<file path="src/hdl/oaia_pkg.sv">
// Shared types, codes and field widths for the ordered array block.
`timescale 1ns / 1ps

package oaia_pkg;

   localparam int DEFAULT_CAPACITY      = 16;
   localparam int DEFAULT_ELEMENT_WIDTH = 32;

   localparam int OP_W         = 3;
   localparam int POSITION_W   = 5;
   localparam int ELEMENT_IN_W = 32;
   localparam int STATUS_W     = 2;
   localparam int READ_VALUE_W = 32;
   localparam int FOUND_AT_W   = 4;
   localparam int COUNT_W      = 5;

   // stream payload widths, data padded to whole bytes
   localparam int REQ_DATA_W = 40;
   localparam int REQ_USER_W = OP_W;
   localparam int RSP_DATA_W = 48;
   localparam int RSP_USER_W = STATUS_W;
   localparam int RSP_PAD_W  = RSP_DATA_W - READ_VALUE_W - FOUND_AT_W - COUNT_W;

   typedef enum logic [OP_W-1:0] {
      OP_APPEND            = 3'd0,
      OP_INSERT_AT         = 3'd1,
      OP_REMOVE_AT         = 3'd2,
      OP_REMOVE_AT_FAST    = 3'd3,
      OP_REMOVE_VALUE      = 3'd4,
      OP_REMOVE_VALUE_FAST = 3'd5,
      OP_READ_AT           = 3'd6
   } op_type;

   typedef enum logic [STATUS_W-1:0] {
      STS_OK      = 2'd0,
      STS_FULL    = 2'd1,
      STS_RANGE   = 2'd2,
      STS_MISSING = 2'd3
   } status_type;

   typedef enum logic [3:0] {
      S_IDLE,
      S_EXEC,
      S_SEARCH,
      S_DOWN,
      S_UP,
      S_FAST_RD,
      S_FAST_WR,
      S_READ,
      S_DONE
   } state_type;

   typedef struct packed {
      status_type                status;
      logic [READ_VALUE_W-1:0]   read_value;
      logic [FOUND_AT_W-1:0]     found_at;
      logic [COUNT_W-1:0]        count_after;
   } result_type;

endpackage

</file>
<file path="src/hdl/oaia_ram.sv">
// Generic single-write, single-read RAM with registered read data.
`timescale 1ns / 1ps

module oaia_ram #(
   parameter int WIDTH = 32,
   parameter int DEPTH = 16
) (
   input  logic                     clock,
   input  logic                     wr_en,
   input  logic [$clog2(DEPTH)-1:0] wr_addr,
   input  logic [WIDTH-1:0]         wr_data,
   input  logic                     rd_en,
   input  logic [$clog2(DEPTH)-1:0] rd_addr,
   output logic [WIDTH-1:0]         rd_data
);

   logic [WIDTH-1:0] mem_ff [DEPTH];
   logic [WIDTH-1:0] rd_data_ff;

   always_ff @(posedge clock) begin
      if (wr_en) begin
         mem_ff[wr_addr] <= wr_data;
      end
      if (rd_en) begin
         rd_data_ff <= mem_ff[rd_addr];
      end
   end

   assign rd_data = rd_data_ff;

endmodule

</file>
<file path="src/hdl/oaia_ctrl.sv">
// Sequencer that walks the entry RAM one address a cycle for shifts and searches.
`timescale 1ns / 1ps

module oaia_ctrl import oaia_pkg::*; #(
   parameter int CAPACITY      = DEFAULT_CAPACITY,
   parameter int ELEMENT_WIDTH = DEFAULT_ELEMENT_WIDTH
) (
   input  logic                        clock,
   input  logic                        reset,
   input  logic                        in_valid,
   output logic                        in_ready,
   input  logic [OP_W-1:0]             in_op,
   input  logic [POSITION_W-1:0]       in_pos,
   input  logic [ELEMENT_IN_W-1:0]     in_elem,
   output logic                        res_valid,
   input  logic                        res_ack,
   output result_type                  res,
   output logic                        ram_we,
   output logic [$clog2(CAPACITY)-1:0] ram_waddr,
   output logic [ELEMENT_WIDTH-1:0]    ram_wdata,
   output logic                        ram_re,
   output logic [$clog2(CAPACITY)-1:0] ram_raddr,
   input  logic [ELEMENT_WIDTH-1:0]    ram_rdata
);

   localparam int AW  = $clog2(CAPACITY);
   localparam int CW  = $clog2(CAPACITY + 1);
   localparam int WW  = (CW > POSITION_W) ? CW : POSITION_W;
   localparam int InW = (ELEMENT_WIDTH < ELEMENT_IN_W) ? ELEMENT_WIDTH : ELEMENT_IN_W;
   localparam logic [CW-1:0] CapC = CW'(CAPACITY);

   state_type                state_ff, state_in;
   op_type                   op_ff, op_in;
   logic [WW-1:0]            pos_ff, pos_in;
   logic [ELEMENT_WIDTH-1:0] elem_ff, elem_in;
   logic [CW-1:0]            cnt_ff, cnt_in;
   logic [CW-1:0]            ptr_ff, ptr_in;
   logic                     pend_ff, pend_in;
   logic [AW-1:0]            wa_ff, wa_in;
   logic [AW-1:0]            hole_ff, hole_in;
   status_type               status_ff, status_in;
   logic [ELEMENT_WIDTH-1:0] rv_ff, rv_in;
   logic [AW-1:0]            where_ff, where_in;

   logic [AW-1:0] pos_a;
   logic [AW-1:0] last_a;
   logic [WW-1:0] cnt_w;
   logic [WW-1:0] ptr_w;
   logic          full;
   logic          match;

   assign pos_a  = AW'(pos_ff);
   assign last_a = AW'(cnt_ff - 1'b1);
   assign cnt_w  = WW'(cnt_ff);
   assign ptr_w  = WW'(ptr_ff);
   assign full   = (cnt_ff == CapC);
   // the one comparator: previous read against the searched value
   assign match  = pend_ff && (ram_rdata == elem_ff);

   always_ff @(posedge clock) begin
      if (reset) begin
         state_ff <= S_IDLE;
         cnt_ff   <= '0;
         pend_ff  <= 1'b0;
      end else begin
         state_ff <= state_in;
         cnt_ff   <= cnt_in;
         pend_ff  <= pend_in;
      end
   end

   always_ff @(posedge clock) begin
      op_ff     <= op_in;
      pos_ff    <= pos_in;
      elem_ff   <= elem_in;
      ptr_ff    <= ptr_in;
      wa_ff     <= wa_in;
      hole_ff   <= hole_in;
      status_ff <= status_in;
      rv_ff     <= rv_in;
      where_ff  <= where_in;
   end

   always_comb begin
      state_in  = state_ff;
      op_in     = op_ff;
      pos_in    = pos_ff;
      elem_in   = elem_ff;
      cnt_in    = cnt_ff;
      ptr_in    = ptr_ff;
      pend_in   = pend_ff;
      wa_in     = wa_ff;
      hole_in   = hole_ff;
      status_in = status_ff;
      rv_in     = rv_ff;
      where_in  = where_ff;
      ram_we    = 1'b0;
      ram_waddr = wa_ff;
      ram_wdata = ram_rdata;
      ram_re    = 1'b0;
      ram_raddr = AW'(ptr_ff);
      in_ready  = 1'b0;
      res_valid = 1'b0;

      unique case (state_ff)
         S_IDLE: begin
            in_ready = 1'b1;
            if (in_valid) begin
               op_in     = op_type'(in_op);
               pos_in    = WW'(in_pos);
               elem_in   = ELEMENT_WIDTH'(in_elem[InW-1:0]);
               status_in = STS_OK;
               rv_in     = '0;
               where_in  = '0;
               state_in  = S_EXEC;
            end
         end
         S_EXEC: begin
            unique case (op_ff) inside
               OP_APPEND: begin
                  state_in = S_DONE;
                  if (full) begin
                     status_in = STS_FULL;
                  end else begin
                     ram_we    = 1'b1;
                     ram_waddr = AW'(cnt_ff);
                     ram_wdata = elem_ff;
                     cnt_in    = cnt_ff + 1'b1;
                  end
               end
               OP_INSERT_AT: begin
                  if (full) begin
                     status_in = STS_FULL;
                     state_in  = S_DONE;
                  end else if (pos_ff > cnt_w) begin
                     status_in = STS_RANGE;
                     state_in  = S_DONE;
                  end else begin
                     ptr_in   = cnt_ff;
                     pend_in  = 1'b0;
                     state_in = S_UP;
                  end
               end
               OP_REMOVE_AT, OP_REMOVE_AT_FAST: begin
                  if (pos_ff >= cnt_w) begin
                     status_in = STS_RANGE;
                     state_in  = S_DONE;
                  end else begin
                     hole_in  = pos_a;
                     pend_in  = 1'b0;
                     ptr_in   = CW'(pos_ff) + 1'b1;
                     state_in = (op_ff == OP_REMOVE_AT) ? S_DOWN : S_FAST_RD;
                  end
               end
               OP_REMOVE_VALUE, OP_REMOVE_VALUE_FAST: begin
                  ptr_in   = '0;
                  pend_in  = 1'b0;
                  state_in = S_SEARCH;
               end
               OP_READ_AT: begin
                  if (pos_ff >= cnt_w) begin
                     status_in = STS_RANGE;
                     state_in  = S_DONE;
                  end else begin
                     ram_re    = 1'b1;
                     ram_raddr = pos_a;
                     state_in  = S_READ;
                  end
               end
               default: begin
                  state_in = S_DONE;
               end
            endcase
         end
         S_SEARCH: begin
            if (match) begin
               where_in = wa_ff;
               hole_in  = wa_ff;
               pend_in  = 1'b0;
               ptr_in   = CW'(wa_ff) + 1'b1;
               state_in = (op_ff == OP_REMOVE_VALUE) ? S_DOWN : S_FAST_RD;
            end else if (ptr_ff < cnt_ff) begin
               ram_re    = 1'b1;
               ram_raddr = AW'(ptr_ff);
               pend_in   = 1'b1;
               wa_in     = AW'(ptr_ff);
               ptr_in    = ptr_ff + 1'b1;
            end else begin
               pend_in = 1'b0;
               if (!pend_ff) begin
                  status_in = STS_MISSING;
                  state_in  = S_DONE;
               end
            end
         end
         S_DOWN: begin
            // read i+1 while the entry read last cycle lands at i
            ram_we = pend_ff;
            if (ptr_ff < cnt_ff) begin
               ram_re    = 1'b1;
               ram_raddr = AW'(ptr_ff);
               pend_in   = 1'b1;
               wa_in     = AW'(ptr_ff - 1'b1);
               ptr_in    = ptr_ff + 1'b1;
            end else begin
               pend_in = 1'b0;
               if (!pend_ff) begin
                  cnt_in   = cnt_ff - 1'b1;
                  state_in = S_DONE;
               end
            end
         end
         S_UP: begin
            // walk down from the top, moving each entry up by one
            ram_we = pend_ff;
            if (ptr_w > pos_ff) begin
               ram_re    = 1'b1;
               ram_raddr = AW'(ptr_ff - 1'b1);
               pend_in   = 1'b1;
               wa_in     = AW'(ptr_ff);
               ptr_in    = ptr_ff - 1'b1;
            end else begin
               pend_in = 1'b0;
               if (!pend_ff) begin
                  ram_we    = 1'b1;
                  ram_waddr = pos_a;
                  ram_wdata = elem_ff;
                  cnt_in    = cnt_ff + 1'b1;
                  state_in  = S_DONE;
               end
            end
         end
         S_FAST_RD: begin
            if (hole_ff == last_a) begin
               cnt_in   = cnt_ff - 1'b1;
               state_in = S_DONE;
            end else begin
               ram_re    = 1'b1;
               ram_raddr = last_a;
               state_in  = S_FAST_WR;
            end
         end
         S_FAST_WR: begin
            ram_we    = 1'b1;
            ram_waddr = hole_ff;
            cnt_in    = cnt_ff - 1'b1;
            state_in  = S_DONE;
         end
         S_READ: begin
            rv_in    = ram_rdata;
            state_in = S_DONE;
         end
         S_DONE: begin
            res_valid = 1'b1;
            if (res_ack) begin
               state_in = S_IDLE;
            end
         end
         default: begin
            state_in = S_IDLE;
         end
      endcase
   end

   assign res.status      = status_ff;
   assign res.read_value  = READ_VALUE_W'(rv_ff);
   assign res.found_at    = FOUND_AT_W'(where_ff);
   assign res.count_after = COUNT_W'(cnt_ff);

   a_count_bound: assert property (@(posedge clock) disable iff (reset)
      cnt_ff <= CapC)
      else $error("entry count above capacity");

   a_write_in_range: assert property (@(posedge clock) disable iff (reset)
      ram_we |-> (ram_waddr <= AW'(CAPACITY - 1)))
      else $error("RAM write beyond capacity");

   a_down_drops_one: assert property (@(posedge clock) disable iff (reset)
      (state_ff == S_DOWN && state_in == S_DONE) |=> (cnt_ff == $past(cnt_ff) - 1'b1))
      else $error("ordered removal did not drop exactly one entry");

   a_done_holds_count: assert property (@(posedge clock) disable iff (reset)
      (state_ff == S_DONE) |=> $stable(cnt_ff))
      else $error("count changed while result pending");

endmodule

</file>
<file path="src/hdl/ordered_array_insert_remove.sv">
// Top level: ordered fixed-capacity array with insert, remove, search and read.
`timescale 1ns / 1ps

// Keeps up to CAPACITY elements in order in a single-port-write RAM with a
// count; every request item gives exactly one response item. One item is
// worked on at a time: simple cases (append, errors, read, unused code) go
// from S_EXEC (through S_READ for a read) to S_DONE, while insert, ordered
// removal and value search move or compare one RAM entry per cycle, so an
// item's cost grows with the number of entries compared plus the number moved.
// The RAM's one read and one write per cycle set that rate. A finished
// response sits in an output register, so the next request is taken while it
// waits.

module ordered_array_insert_remove import oaia_pkg::*; #(
   parameter int CAPACITY      = DEFAULT_CAPACITY,
   parameter int ELEMENT_WIDTH = DEFAULT_ELEMENT_WIDTH
) (
   input  logic                  clock,
   input  logic                  reset,
   input  logic                  req_tvalid,
   output logic                  req_tready,
   input  logic [REQ_DATA_W-1:0] req_tdata,  // position[4:0], element[36:5], zero pad
   input  logic [REQ_USER_W-1:0] req_tuser,  // op[2:0]
   output logic                  rsp_tvalid,
   input  logic                  rsp_tready,
   output logic [RSP_DATA_W-1:0] rsp_tdata,  // read_value[31:0], found_at[35:32],
                                             // count_after[40:36], zero pad
   output logic [RSP_USER_W-1:0] rsp_tuser   // status[1:0]
);

   localparam int AW = $clog2(CAPACITY);

   logic                     res_valid;
   logic                     res_ack;
   result_type               res;
   logic                     ram_we;
   logic [AW-1:0]            ram_waddr;
   logic [ELEMENT_WIDTH-1:0] ram_wdata;
   logic                     ram_re;
   logic [AW-1:0]            ram_raddr;
   logic [ELEMENT_WIDTH-1:0] ram_rdata;

   logic       rsp_valid_ff, rsp_valid_in;
   result_type rsp_res_ff, rsp_res_in;

   oaia_ctrl #(
      .CAPACITY      (CAPACITY),
      .ELEMENT_WIDTH (ELEMENT_WIDTH)
   ) u_ctrl (
      .clock     (clock),
      .reset     (reset),
      .in_valid  (req_tvalid),
      .in_ready  (req_tready),
      .in_op     (req_tuser[OP_W-1:0]),
      .in_pos    (req_tdata[POSITION_W-1:0]),
      .in_elem   (req_tdata[POSITION_W +: ELEMENT_IN_W]),
      .res_valid (res_valid),
      .res_ack   (res_ack),
      .res       (res),
      .ram_we    (ram_we),
      .ram_waddr (ram_waddr),
      .ram_wdata (ram_wdata),
      .ram_re    (ram_re),
      .ram_raddr (ram_raddr),
      .ram_rdata (ram_rdata)
   );

   oaia_ram #(
      .WIDTH (ELEMENT_WIDTH),
      .DEPTH (CAPACITY)
   ) u_entries (
      .clock   (clock),
      .wr_en   (ram_we),
      .wr_addr (ram_waddr),
      .wr_data (ram_wdata),
      .rd_en   (ram_re),
      .rd_addr (ram_raddr),
      .rd_data (ram_rdata)
   );

   // output register: free when empty or being drained this cycle
   assign res_ack = !rsp_valid_ff || rsp_tready;

   always_comb begin
      rsp_valid_in = rsp_valid_ff;
      rsp_res_in   = rsp_res_ff;
      if (res_valid && res_ack) begin
         rsp_valid_in = 1'b1;
         rsp_res_in   = res;
      end else if (rsp_tready) begin
         rsp_valid_in = 1'b0;
      end
   end

   always_ff @(posedge clock) begin
      if (reset) begin
         rsp_valid_ff <= 1'b0;
      end else begin
         rsp_valid_ff <= rsp_valid_in;
      end
   end

   always_ff @(posedge clock) begin
      rsp_res_ff <= rsp_res_in;
   end

   assign rsp_tvalid = rsp_valid_ff;
   assign rsp_tuser  = rsp_res_ff.status;
   assign rsp_tdata  = {{RSP_PAD_W{1'b0}}, rsp_res_ff.count_after,
                        rsp_res_ff.found_at, rsp_res_ff.read_value};

endmodule

</file>
<file path="config.mk">
export PLATFORM = sky130hd
export DESIGN_NAME = ordered_array_insert_remove
export DESIGN_NICKNAME = d
export VERILOG_FILES = /design/src/hdl/oaia_pkg.sv /design/src/hdl/oaia_ram.sv /design/src/hdl/oaia_ctrl.sv /design/src/hdl/ordered_array_insert_remove.sv
export SDC_FILE = /design/constraint.sdc
export NUM_CORES = 1
export LEC_CHECK = 0
export BUFFER_PORTS_ARGS = -buffer_cell sky130_fd_sc_hd__buf_2
export CORE_UTILIZATION = 56
export DETAILED_ROUTE_END_ITERATION = 12
export GPL_TIMING_DRIVEN = 0
export PLACE_DENSITY = 0.76
export SETUP_SLACK_MARGIN = 0.4
export SLEW_MARGIN = 40
export SYNTH_ARGS = -nofsm -noshare
export SYNTH_HDL_FRONTEND = slang
export SYNTH_HIERARCHICAL = 1
export SYNTH_SLANG_ARGS = --single-unit
</file>
<file path="constraint.sdc">
create_clock -name clock -period 5.3 [get_ports clock]
set_clock_uncertainty 0.15 [all_clocks]
set_input_delay 0.265 -clock clock [delete_from_list [all_inputs] [get_ports clock]]
set_output_delay 0.265 -clock clock [all_outputs]
set_load 0.03 [all_outputs]
</file>
## After elaboration in Yosys (flattened, before gate mapping)

Memory sizes are Yosys's and may differ from the RTL's. A register that Yosys moved wholly into a read port is not among the register bits.
Cells that the tools add are included.

- Register bits: 145
- Bits in latches: 0
- RAM bits: 512
- Bits in read-only memories: 0
- Memories kept: 1

- $add $sub $neg: 6
- Multiply operators: 0
- Divide/modulo/power cells: 0
- $lt $le $gt $ge: 4
- Eq/ne operators: 43
- Shift operators: 0
- Muxes and demuxes: 91
- Bitwise operators: 0
- Reductions and logical operators: 28

Memory list:

| name | words | width | rd ports | clocked after Yosys merged registers in | wr ports | line | RTL |
|---|---|---|---|---|---|---|---|
| u_entries.mem_ff | 16 | 32 | 1 | 1 | 1 | oaia_ram.sv:17 | `logic [WIDTH-1:0] mem_ff [DEPTH];` |

Operator list:

| kind | count |
|---|---|
| $mux W32 | 5 |
| $pmux W32 S2 | 2 |
| $mux W4 | 27 |
| $mux W5 | 13 |
| $pmux W4 S3 | 3 |
| $eq A32 B32 Y1 | 1 |
| $pmux W4 S8 | 1 |
| $pmux W5 S5 | 1 |
| $ne A2 B2 Y1 const B | 12 |
| $pmux W5 S4 | 1 |
| $mux W1 | 18 |
| $eq A4 B3 Y1 const B | 4 |
| $mux W2 | 8 |
| $pmux W4 S2 | 2 |
| $pmux W4 S4 | 1 |
| $add A5 B1 Y5 const B | 3 |
| $pmux W5 S3 | 1 |
| $ne A2 B1 Y1 const B | 6 |
| $pmux W2 S3 | 2 |
| $gt A5 B5 Y1 | 2 |
| $reduce_and A5 Y1 | 2 |
| $sub A5 B1 Y5 const B | 2 |
| $eq A3 B3 Y1 const B | 3 |
| $ne A3 B3 Y1 const B | 3 |
| 34 further kinds | 49 |

## Depth between registers and ports, before layout

Gate-level depths: netlist (run 1).

- Depth after elaboration: 6
- Mapped depth: 15
- Depth with buffers taken out: 11

## Cells and area by module

The synthesis (run 1) kept the hierarchy.

By module, submodules not included:

| module | instances | cells each | area an instance (um^2) | seq. area each (um^2) |
|---|---|---|---|---|
| oaia_ram | 1 | 838 | 20155.6 | 16335.7 |
| oaia_ctrl | 1 | 538 | 6053.3 | 2932.8 |
| ordered_array_insert_remove | 1 | 56 | 1402.6 | 1311.3 |

## Worst setup path after synthesis (run 1)

Ideal clock, no wire load.

- Path type: reg-to-reg
- Start point: register u_ctrl.pos_ff[2]
- End point: memory u_entries.mem_ff[0][0], enable pin
- Arrival time: 4.698 ns
- Required time: 4.689 ns
- Slack: -0.009 ns
- Cell stages (with the launch flop): 12
- Buffers on the path: 1
- Clock period less this slack: 5.309 ns
- Path through: edfxtp_1 clkbuf_1 inv_1 ha_1 and3_1 o21ai_0 a21oi_1 nor3_2 nor2_1 a221o_1 or3b_2 nor3_1

- Elaborated cells between the ends (all ways): 8
- Those cells by class: order compare: 1; mux: 7

RTL lines:

| element | line | RTL |
|---|---|---|
| from (decl) | oaia_ctrl.sv:34 | `logic [WW-1:0] pos_ff, pos_in;` |
| from (signal assigned) | oaia_ctrl.sv:74 | `pos_ff <= pos_in;` |
| $gt A5 B5 Y1 / $mux W4 (equally long branches) | oaia_ctrl.sv:216, oaia_ctrl.sv:224 |  |
| $mux W4 (*) | oaia_ctrl.sv:216 | `if (ptr_w > pos_ff) begin` |
| $pmux W4 S3 (*) | oaia_ctrl.sv:105 | `unique case (state_ff)` |
| via ram_waddr[2] | ordered_array_insert_remove.sv:37 | `logic [AW-1:0] ram_waddr;` |
| to (decl) | oaia_ram.sv:17 |  |

Mark *: on every way through the listed nets, which the timed path passes. The rest lies on a longest branch.

## Final worst setup path (run 1)

- Start point: register u_ctrl.pos_ff[2]
- End point: memory u_entries.mem_ff[14][10], enable pin

- Elaborated cells between the ends (all ways): 8
- Those cells by class: order compare: 1; mux: 7

RTL lines:

| element | line |
|---|---|
| $gt A5 B5 Y1 | oaia_ctrl.sv:216 |
| $mux W4 | oaia_ctrl.sv:216 |
| $pmux W4 S3 | oaia_ctrl.sv:105 |
| via ram_waddr[1] | ordered_array_insert_remove.sv:37 |

The timed path passes the listed nets, and every way through them passes these cells.

==> run summary, run 1 <==
### Critical path
* flip-flop — Setup crit end kind
* 14 — worst reg2reg path depth
* 4.92 ns — crit path DAT
* buf_8 — crit-path most repeated cell
* a221o_1 — Slowest-stage cell, CP
* 10 — maximum fanout along the worst path
* u_ctrl/pos_ff[2]$_DFFE_PP_ — beginning of the worst register-to-register path
* 5 — total buffers and inverters traversed by the critical path
* simple AND/OR/NAND/NOR gates — family of cells with the greatest summed delay on the critical path
* 5.45 ns — required time at the worst-slack endpoint
* flip-flop to flip-flop — Crit Path Class
* 0.53 ns — worst reg2reg setup slack
* 0.53 ns — delay of the slowest cell on the worst path
* u_entries/mem_ff[14][10]$_DFFE_PP_ — terminus of the critical flop-to-flop path
* clkbuf_1 -> inv_1 -> ha_1 -> and3_1 -> and3_1 -> a21oi_1 -> nor3_2 -> nor2_1 -> a221o_1 -> nand2b_1 -> nor2_4 -> buf_8 -> buf_8 -> buf_8 — critical path, cell by cell
* flip-flop — Worst setup SP type

### Route
* 0 — DRC violations left
* 67.7 mm — final wirelength
* 33.6 mm — met2 WL
* 1660 — 1st-iter DRT viols
* 6.02 mm — detailed-routed wire length on met3
* 6.28 — via-per-instance ratio
* 25.8 mm — wl on met1
* 0 — antenna-violating nets left
* 5 — detailed-router iteration count before antenna repair
* 15100 — vias post-DR
* 28.2 um — Routed wire per std cell
* met4 — highest routing layer actually used

### Pwr
* 0.0108 uW — reported leakage power
* 422 nW/um2 — Power Dens Cells
* 0.208 mV — worst ir drop on vdd

### Synthesis
* 1432 — number of instances in the synthesized netlist
* 0.745 — register area share after synthesis
* edfxtp_1 — leading area contributor after synthesis
* 70 — distinct cell type count after synthesis
* 27600 um2 — total standard cell area after synthesis
* 689 — FF+latch count, synth
* 678 — number of flops mapped to enable cells by yosys
* edfxtp_1 (74%), mux4_2 (10%), a22oi_1 (1.8%) — synth top area cells
* edfxtp_1 — top flip-flop cell by instance count after synthesis
* 19.3 um2 — Post-Syn Area per Cell
* 0 — asr flop ratio synth
* 0.737 — portion of synthesized cell area occupied by the leading cell type
* 6 — warning count from the yosys run

### Timing
* no — RSZ-0062 raised after global routing
* 0.900 — part of the cycle the worst path needs
* 0 — hold violation count in the final report
* 0 — Final setup viols
* 0.851 ns — slew of the pin with the lowest slew margin
* 0.433 — Relative slew margins
* 0.210 GHz — f_max
* 0.0719 ns — Min Hold Slack
* 4.77 ns — Min Clock Period, post-route
* 0 — Max Slew Vio Count

### Flow run
* 0 — max-cap viol count

### Hold path
* 4 — WHS Path Cells
* input port to flip-flop — class of the tightest hold or removal check
* u_ctrl/state_ff[0]$_SDFFE_PP0P_ — WHS Endpoint
* req_tvalid — hold path startpoint

### Clock tree
* 0.61 ns — later-pin clock latency in the skew report
* yes — TritonCTS clock tree
* 3 — Max H-tree Level
* clkbuf_16 — clock tree root driver cell
* 689 — # clock sinks
* 3 — largest buffer count on any clock path
* 0.06 ns — Clk pin slew, worst setup/hold paths
* 69 — cts bufs inserted

### Outcome
* finished, final reports clean — result of the run

### Global routing
* 44 — pin count of the biggest net entering global routing
* 0 — grt ovf
* 15200 — vias in the first global route
* 99.3 mm — global-route wire length before repair
* 0 — number of antenna violations at the first check in global routing
* 0.278 — global-route usage over all layers

### Floorplan
* 50200 um2 — die area
* 99 — number of primary I/O pins
* 224 um — overall die height
* 48700 um2 — core region area
* 224 um — chip width
* 81 — Std-Cell Rows
* 0.566 — Initial Util

### Placed design
* 2233 — cell count after placement
* 29800 um2 — area of placed instances
* 88 — count of input and output buffers
* 0.914 — routability cong.
* 44.3 mm — detailed placement HPWL

### Cells and area
* 17.7% — Synth-to-Final Area Change
* 0 — Ant. Diodes
* 2398 — number of standard cells in the final layout excluding fillers
* 32500 um2 — Layout Cell Area excl Fill
* 0.273 — share of post-route cells with drive strength above 1
* 1750 — fin nets

==> cell usage in the layout (no fill, tap or decap), types with 6 or more instances in the layout <==
master and instances:
a22oi_1 67, conb_1 7, ha_1 21, nand2b_1 9
nor2_4 12, clkbuf_16 69, a211o_1 6, inv_1 16
dfxtp_1 11, clkinv_1 14, nor4_1 6, mux2_2 35
clkinv_2 7, xnor2_1 34, and3_1 10, o22ai_1 6
clkbuf_1 47, and2_1 37, bufinv_16 7, nand4_1 8
xor2_1 21, o211ai_1 6, buf_6 13, mux4_2 128
nor2_1 29, a31oi_1 6, a21oi_1 18, edfxtp_1 678
nor2b_1 6, o21ai_0 17, nand2_1 57, buf_16 12
buf_2 101, buf_8 16, clkbuf_2 7, nand3_1 17
a21o_1 7, dlygate4sd3_1 42, buf_4 19
==> per-stage QoR <==
step | total power, uW | setup WS (ns) | TNS [ns] | util
global route | 14200 | 0.389 | 0 | 0.667
floorplan | 8180 | 0.863 | 0 | -
finish | 13700 | 0.530 | 0 | 0.667
global placement | 8870 | -1.30 | -535.67 | 0.593
detailed placement | 8960 | 0.327 | 0 | 0.612
CTS | 13800 | 0.457 | 0 | 0.666
==> flip-flops by register name (all words and copies together), names as in the netlist, 5 cells and up <==
signal             cells
u_entries/mem_ff     512
rsp_tdata             41
u_ctrl/elem_ff        32
u_ctrl/rv_ff          32
u_entries/rd_data     32
u_ctrl/cnt_ff          5
u_ctrl/pos_ff          5
u_ctrl/ptr_ff          5
==> layout make-up <==
cell class              instances  area [um2]
flip-flops and latches        689       20600
fillers                      3064       16200
multi-input cells             654        6760
clock buffers                  87        1810
repair buffers                173        1610
well taps                     664         831
plain buffers                  79         445
clock inverters                36         407
inverters                      16        60.1
==> worst max path at each step <==
stage / from / to / slack, ns / cells after the start
2_1_floorplan: u_ctrl/pos_ff[2]$_DFFE_PP_ / u_entries/mem_ff[1][0]$_DFFE_PP_ / 0.86 / 11
3_3_place_gp: u_ctrl/pos_ff[2]$_DFFE_PP_ / u_entries/mem_ff[14][19]$_DFFE_PP_ / -1.30 / 11
3_5_place_dp: u_ctrl/cnt_ff[3]$_SDFFE_PP0P_ / u_entries/rd_data[23]$_DFFE_PP_ / 0.33 / 15
4_1_cts: u_ctrl/cnt_ff[0]$_SDFFE_PP0P_ / u_entries/rd_data[7]$_DFFE_PP_ / 0.46 / 14
5_1_grt: u_ctrl/cnt_ff[3]$_SDFFE_PP0P_ / u_entries/rd_data[8]$_DFFE_PP_ / 0.39 / 14
6_report: u_ctrl/pos_ff[2]$_DFFE_PP_ / u_entries/mem_ff[14][10]$_DFFE_PP_ / 0.53 / 14
==> cell usage after synthesis, types with 7 or more instances <==
master    instances
mux4_2          128
a21o_1            7
edfxtp_1        678
buf_1            11
a21oi_1          18
nor3_1           10
nand2b_1          9
nand3_1          17
inv_1            16
dfxtp_1          11
and3_1           10
nor4_1            7
buf_4            17
nand4_1           8
nor2_1           41
clkbuf_1         33
and2_1           38
a22oi_1          67
o21ai_0          17
xor2_1           21
buf_2            15
ha_1             21
nand2_1          58
mux2_2           35
xnor2_1          34
==> repair_timing <==
action / in CTS / in global routing
resized for setup: 11 / 11
pin swaps: 0 / 1
hold buffers: 42 / 0
endpoints found under the hold margin: 41 / 0
setup endpoints to repair: 29 / 32
setup buffers: 0 / 0
cloned: 0 / 0
==> power by group <==
group,leakage (uW),switching [uW],internal [uW]
Clock,0.00108,2020,2790
Sequential,0.00625,134,6360
Combinational,0.00346,1470,949
==> metal layers <==
metal,vias to the layer above,track usage
met4,0,0.108
li1,6335,-
met3,134,0.0521
met5,-,0
met2,834,0.458
met1,7756,0.370
==> logic make-up (layout without fill, tap and decap cells) <==
family,Yosys count,count (layout),synth area share
XOR/XNOR,56,56,0.0180
multiplexers,165,165,0.119
other,1,7,0.000136
AND/OR/NAND/NOR,234,234,0.0455
AO/OA/AOI/OAI,171,171,0.0455
buffers and inverters,95,391,0.0165
adder cells (fa/ha/maj),21,21,0.00952
flip-flops,689,689,0.745
==> worst register-to-register path: stages, from the launching register on <==
cell and delay (ns):
edfxtp_1 0.35, clkbuf_1 0.35, inv_1 0.09, ha_1 0.29, and3_1 0.17, and3_1 0.19
a21oi_1 0.48, nor3_2 0.16, nor2_1 0.26, a221o_1 0.53, nand2b_1 0.40, nor2_4 0.47
buf_8 0.22, buf_8 0.18, buf_8 0.18
Note: power is estimated with default switching activity, not from simulation.
==> run 2, diff against run 1 <==
==> constraint.sdc (replaced) <==
create_clock -name clock -period 4.26 [get_ports clock]
set_clock_uncertainty 0.15 [all_clocks]
set_input_delay 0.213 -clock clock [delete_from_list [all_inputs] [get_ports clock]]
set_output_delay 0.213 -clock clock [all_outputs]
set_load 0.03 [all_outputs]
==> run 2 against run 1 <==
Compared with the run above:
- maximum frequency rose by 23%
- global-route usage rose by 0.89 points
- via count rose by 3.5%
- die area did not move
- combinational power rose by 44%
==> run summary, run 2 (synthesis results as in run 1) <==
### Cells and area
* 33700 um2 — Layout Cell Area excl Fill, was 32500 um2
* 22.1% — Synth-to-Final Area Change, was 17.7%
* edfxtp_1 — most frequent standard cell in the layout excluding fill and tap cells, unchanged
* 0.331 — share of post-route cells with drive strength above 1, was 0.273
* 0 — Ant. Diodes, unchanged
* u_entries/mem_ff — largest reg by FF count, unchanged
* edfxtp_1 (678), mux4_2 (128), buf_2 (96) — leading cell types in the layout, fill and taps excluded, was edfxtp_1 (678), mux4_2 (128), buf_2 (101)
* 0.691 — Core Util, Final, was 0.667
* 512 — number of flip-flops under the largest register name, unchanged
* 2460 — number of standard cells in the final layout excluding fillers, was 2398
* 1810 — fin nets, was 1750

### Timing
* 0 — Max Slew Vio Count, unchanged
* 0.0557 ns — Min Hold Slack, was 0.0719 ns
* 0.805 ns — slew of the pin with the lowest slew margin, was 0.851 ns
* 0.258 GHz — f_max, was 0.210 GHz
* 0.910 — part of the cycle the worst path needs, was 0.900
* 3.88 ns — Min Clock Period, post-route, was 4.77 ns
* 0 ns — setup tns final, unchanged
* 0.458 — Relative slew margins, was 0.433
* 0 — hold violation count in the final report, unchanged
* 0 — Final setup viols, unchanged
* no — RSZ-0062 raised after global routing, unchanged

### Critical path
* nor4_2 — Slowest-stage cell, CP, was a221o_1
* xnor2_1 -> nand4_1 -> nor4_2 -> nand3b_1 -> clkbuf_1 -> o211ai_1 -> nand2_4 -> buf_12 — critical path, cell by cell, was clkbuf_1 -> inv_1 -> ha_1 -> and3_1 -> and3_1 -> a21oi_1 -> nor3_2 -> nor2_1 -> a221o_1 -> nand2b_1 -> nor2_4 -> buf_8 -> buf_8 -> buf_8
* flip-flop to flip-flop — Crit Path Class, unchanged
* 26 — maximum fanout along the worst path, was 10
* flip-flop — Worst setup SP type, unchanged
* 8 — worst reg2reg path depth, was 14
* 4.43 ns — required time at the worst-slack endpoint, was 5.45 ns
* flip-flop — Setup crit end kind, unchanged
* 0.58 ns — delay of the slowest cell on the worst path, was 0.53 ns
* 4.05 ns — crit path DAT, was 4.92 ns

### Pwr
* 520 nW/um2 — Power Dens Cells, was 422 nW/um2
* 0.295 mV — worst ir drop on vdd, was 0.208 mV
* 0.0113 uW — reported leakage power, was 0.0108 uW

### Global routing
* 1 — number of antenna violations at the first check in global routing, was 0
* 44 — pin count of the biggest net entering global routing, unchanged
* 15400 — vias in the first global route, was 15200
* 102 mm — global-route wire length before repair, was 99.3 mm
* 0 — grt ovf, unchanged
* 0.287 — global-route usage over all layers, was 0.278

### Clock tree
* 68 — cts bufs inserted, was 69
* 0.61 ns — later-pin clock latency in the skew report, about the same
* clkbuf_16 — clock tree root driver cell, unchanged
* 689 — # clock sinks, unchanged
* 3 — largest buffer count on any clock path, unchanged
* 3 — Max H-tree Level, unchanged
* yes — TritonCTS clock tree, unchanged
* 0.06 ns — Clk pin slew, worst setup/hold paths, about the same

### Floorplan
* 48700 um2 — core region area, unchanged
* 224 um — overall die height, unchanged
* 99 — number of primary I/O pins, unchanged
* 81 — Std-Cell Rows, unchanged
* 224 um — chip width, unchanged
* 50200 um2 — die area, unchanged
* 0.566 — Initial Util, unchanged

### Placed design
* 0.929 — routability cong., was 0.914
* 88 — count of input and output buffers, unchanged
* 44.4 mm — detailed placement HPWL, was 44.3 mm
* 2235 — cell count after placement, was 2233
* 29900 um2 — area of placed instances, was 29800 um2

### Route
* 0 — antenna-violating nets left, unchanged
* 6.33 — via-per-instance ratio, was 6.28
* 0 — DRC violations left, unchanged
* 1981 — 1st-iter DRT viols, was 1660
* 15600 — vias post-DR, was 15100
* 71.5 mm — final wirelength, was 67.7 mm
* 29.1 um — Routed wire per std cell, was 28.2 um
* 7 — detailed-router iteration count before antenna repair, was 5

### Hold path
* input port to flip-flop — class of the tightest hold or removal check, unchanged
* 5 — WHS Path Cells, was 4

### Outcome
* finished, final reports clean — result of the run, unchanged

### Flow run
* 0 — max-cap viol count, unchanged

run 2: final timing paths:
kind	start	slack, ns	endpoint
hold / removal	rsp_tready	0.06	u_ctrl/state_ff[3]$_SDFFE_PP0P_
setup / recovery	u_ctrl/elem_ff[12]$_DFFE_PP_	0.38	u_entries/rd_data[9]$_DFFE_PP_
hold reg to reg	u_ctrl/rv_ff[7]$_SDFFCE_PN0P_	0.26	rsp_tdata[7]$_DFFE_PP_
setup reg to reg	u_ctrl/elem_ff[12]$_DFFE_PP_	0.38	u_entries/rd_data[9]$_DFFE_PP_
run 2: stage by stage:
step	total power (uW)	setup slack [ns]
after CTS	17300	0.299
after floorplan	10200	0.00165
after global placement	11000	-2.25
after global routing	18000	0.325
after detailed placement	11100	-0.831
final	17500	0.384
run 2: critical path, delay by kind of cell (launching register included):
| family | cells | cell delay [ns] |
|---|---|---|
| and+or+nand+nor | 4 | 1.53 |
| buffers and inverters | 2 | 0.59 |
| DFF | 1 | 0.45 |
| AOI/OAI and AO/OA | 1 | 0.45 |
| xor gates and xnor gates | 1 | 0.40 |
run 2: what timing repair did:
| action | in CTS | in global routing |
|---|---|---|
| pin swaps | 18 | 12 |
| hold endpoints to repair | 43 | 0 |
| hold buffers | 44 | 0 |
| gates resized for setup | 122 | 51 |
| setup buffers | 31 | 24 |
| gates cloned | 0 | 2 |
| endpoints found under the setup margin | 553 | 455 |
run 2: routing by layer:
| metal | GRT usage | vias up | wire length (um) |
|---|---|---|---|
| met5 | 0 | - | 0 |
| met4 | 0.133 | 0 | 2890 |
| met3 | 0.0533 | 175 | 6960 |
| met2 | 0.463 | 972 | 35200 |
| met1 | 0.383 | 7992 | 26400 |
| li1 | - | 6443 | - |
run 2: final cells by class:
type                    count  area [um2]
plain buffers              79         696
flip-flops and latches    689       20600
clock inverters            35         348
fillers                  2911       15000
inverters                  16        60.1
repair buffers            234        2310
multi-input cells         654        7010
clock buffers              89        1850
well taps                 664         831
run 2: power breakdown:
group	switching [uW]	internal [uW]	leakage, uW
sequential	156	7920	0.00626
combinational	2010	1480	0.00401
clock	2500	3450	0.00108
==> run 3, diff against run 2 <==
--- a/config.mk
+++ b/config.mk
@@ -6,10 +6,10 @@
 export NUM_CORES = 1
 export LEC_CHECK = 0
 export BUFFER_PORTS_ARGS = -buffer_cell sky130_fd_sc_hd__buf_2
-export CORE_UTILIZATION = 56
+export CORE_UTILIZATION = 62
 export DETAILED_ROUTE_END_ITERATION = 12
 export GPL_TIMING_DRIVEN = 0
-export PLACE_DENSITY = 0.76
+export PLACE_DENSITY = 0.8
 export SETUP_SLACK_MARGIN = 0.4
 export SLEW_MARGIN = 40
 export SYNTH_ARGS = -nofsm -noshare
==> constraint.sdc (replaced) <==
create_clock -name clock -period 3.9 [get_ports clock]
set_clock_uncertainty 0.15 [all_clocks]
set_input_delay 0.195 -clock clock [delete_from_list [all_inputs] [get_ports clock]]
set_output_delay 0.195 -clock clock [all_outputs]
set_load 0.03 [all_outputs]
==> run 3 against run 2 <==
Compared with the run above:
- the run now ends with setup timing left
- wire length up 18%
- final cell count fell by 1.5%
- count of clock-buffer cells in the layout fell by 2
- critical endpoint is now u_entries/rd_data[4]$_DFFE_PP_
==> run summary, run 3 (synthesis results as in run 1) <==
### Flow run
* 0 — max-cap viol count, unchanged

### Outcome
* finished, violations left — result of the run, was finished, final reports clean
* setup timing — violated checks

### Cells and area
* 0.795 — Core Util, Final, was 0.691
* edfxtp_1 — most frequent standard cell in the layout excluding fill and tap cells, unchanged
* 20600 um2 — register cell area after layout, about the same
* 0.369 — share of post-route cells with drive strength above 1, was 0.331
* edfxtp_1 (678), mux4_2 (128), buf_2 (95) — leading cell types in the layout, fill and taps excluded, was edfxtp_1 (678), mux4_2 (128), buf_2 (96)
* 25.1% — Synth-to-Final Area Change, was 22.1%
* 0 — Ant. Diodes, unchanged
* 34500 um2 — Layout Cell Area excl Fill, was 33700 um2
* 7270 um2 — multi-input combinational cell area, was 7010 um2
* 2019 — number of inserted filler cells in the final layout, was 2911
* 512 — number of flip-flops under the largest register name, unchanged
* 2423 — number of standard cells in the final layout excluding fillers, was 2460
* 1858 — fin nets, was 1810
* u_entries/mem_ff — largest reg by FF count, unchanged

### Global routing
* 112 mm — global-route wire length before repair, was 102 mm
* 0.358 — global-route usage over all layers, was 0.287
* 2 — number of antenna violations at the first check in global routing, was 1
* 44 — pin count of the biggest net entering global routing, unchanged
* 16700 — vias in the first global route, was 15400
* 0 — grt ovf, unchanged

### Pwr
* 566 nW/um2 — Power Dens Cells, was 520 nW/um2
* 19500 uW — total power consumption of the routed design, was 17500 uW
* 0.465 mV — worst ir drop on vdd, was 0.295 mV
* 0.0117 uW — reported leakage power, was 0.0113 uW

### Placed design
* 44.2 mm — detailed placement HPWL, was 44.4 mm
* -1.02 ns — minimum setup slack after placement, was -0.831 ns
* 29900 um2 — area of placed instances, about the same
* 0.898 — routability cong., was 0.929
* 88 — count of input and output buffers, unchanged
* 2157 — cell count after placement, was 2235

### Timing
* 0.252 GHz — f_max, was 0.258 GHz
* 1.02 — part of the cycle the worst path needs, was 0.910
* 3.97 ns — Min Clock Period, post-route, was 3.88 ns
* 0 — Max Slew Vio Count, unchanged
* 0.467 — Relative slew margins, was 0.458
* 7 — Final setup viols, was 0
* 0.800 ns — slew of the pin with the lowest slew margin, was 0.805 ns
* yes — RSZ-0062 raised after global routing, was no
* 0 — hold violation count in the final report, unchanged
* -0.0687 ns — post-route setup slack, was 0.384 ns

### Floorplan
* 213 um — overall die height, was 224 um
* 43500 um2 — core region area, was 48700 um2
* 76 — Std-Cell Rows, was 81
* 0.635 — Initial Util, was 0.566
* 99 — number of primary I/O pins, unchanged
* 45400 um2 — die area, was 50200 um2
* 213 um — chip width, was 224 um

### Critical path
* flip-flop to flip-flop — Crit Path Class, unchanged
* buffers and inverters — family of cells with the greatest summed delay on the critical path, was simple AND/OR/NAND/NOR gates
* 10 — maximum fanout along the worst path, was 26
* 6 — total buffers and inverters traversed by the critical path, was 2
* buf_6 -> buf_6 -> or3_4 -> mux2i_4 -> o311ai_4 -> nand2_2 -> buf_4 -> buf_4 -> o22ai_1 -> a21o_1 -> nor2b_1 -> clkbuf_1 -> clkbuf_4 -> a22oi_1 -> nand2_1 — critical path, cell by cell, was xnor2_1 -> nand4_1 -> nor4_2 -> nand3b_1 -> clkbuf_1 -> o211ai_1 -> nand2_4 -> buf_12
* 0.41 ns — delay of the slowest cell on the worst path, was 0.58 ns
* 4.16 ns — crit path DAT, was 4.05 ns
* 4.09 ns — required time at the worst-slack endpoint, was 4.43 ns
* flip-flop — Worst setup SP type, unchanged
* flip-flop — Setup crit end kind, unchanged
* or3_4 — Slowest-stage cell, CP, was nor4_2

### Clock tree
* 689 — # clock sinks, unchanged
* 68 — cts bufs inserted, unchanged
* 0.06 ns — Clk pin slew, worst setup/hold paths, about the same
* 3 — Max H-tree Level, unchanged
* 0.62 ns — later-pin clock latency in the skew report, was 0.61 ns
* clkbuf_16 — clock tree root driver cell, unchanged
* 3 — largest buffer count on any clock path, unchanged
* yes — TritonCTS clock tree, unchanged

### Route
* 0 — antenna-violating nets left, unchanged
* 0 — DRC violations left, unchanged
* 2646 — 1st-iter DRT viols, was 1981
* 7.04 — via-per-instance ratio, was 6.33
* 17000 — vias post-DR, was 15600
* 84.7 mm — final wirelength, was 71.5 mm
* 6 — detailed-router iteration count before antenna repair, was 7
* 34.9 um — Routed wire per std cell, was 29.1 um

### Hold path
* input port to flip-flop — class of the tightest hold or removal check, unchanged

## run 3: changes by cell type in the layout (fill, tap and decap cells not counted), sizes merged
cell         previous run  this run
buf                   240       281
clkbuf                118       124
clkinv                 26        23
bufinv                  6         4
clkinvlp                1         2
dlygate4sd3            44        43
## run 3: worst paths after layout
kind / start / end / slack (ns) / cells after the start
worst max-delay path: u_ctrl/cnt_ff[0]$_SDFFE_PP0P_ / u_entries/rd_data[4]$_DFFE_PP_ / -0.07 / 15
worst min-delay path: rsp_tready / u_ctrl/state_ff[3]$_SDFFE_PP0P_ / 0.05 / 5
worst max register to register: u_ctrl/cnt_ff[0]$_SDFFE_PP0P_ / u_entries/rd_data[4]$_DFFE_PP_ / -0.07 / 15
worst min register to register: u_ctrl/rv_ff[30]$_SDFFCE_PN0P_ / rsp_tdata[30]$_DFFE_PP_ / 0.27 / 0
## run 3: what timing repair did
action | CTS | global route
setup endpoints to repair | 1064 | 907
gates cloned | 4 | 9
gates resized for setup | 169 | 78
endpoints found under the hold margin | 42 | 0
pin swaps | 48 | 36
setup buffers | 68 | 24
hold buffers | 43 | 0
## run 3: metrics by stage
stage | TNS, ns | hold slack, ns
finish | -0.198 | 0.0450
global route | -1.76 | 0.0502
CTS | 0 | 0.00158
detailed placement | -56.33 | 0.223
global placement | -439.03 | 0.221
floorplan | 0 | 0.107
## run 3: power breakdown
group	internal, uW	switching, uW
logic	1790	2460
registers	8650	202
clock network	3610	2830
total	14100	5490
## run 3: worst reg2reg max path, stage by stage (launching register included)
cell      delay [ns]
dfxtp_4         0.35
buf_6           0.12
buf_6           0.11
or3_4           0.41
mux2i_4         0.22
o311ai_4        0.40
nand2_2         0.13
buf_4           0.17
buf_4           0.13
o22ai_1         0.14
a21o_1          0.27
nor2b_1         0.09
clkbuf_1        0.28
clkbuf_4        0.35
a22oi_1         0.30
nand2_1         0.12
## run 3: routing by layer
metal	global-route usage	up-vias	wire, um
li1	-	6552	-
met1	0.454	8464	27700
met2	0.573	1644	40600
met3	0.0912	383	10800
met4	0.192	4	5520
met5	0	-	26
## run 3: cell type report
type / instances / area share
flip-flops and latches: 689 / 0.596
multi-input cells: 654 / 0.210
repair buffers: 282 / 0.0856
clock buffers: 87 / 0.0532
plain buffers: 79 / 0.0232
well taps: 585 / 0.0212
clock inverters: 31 / 0.00826
inverters: 16 / 0.00188
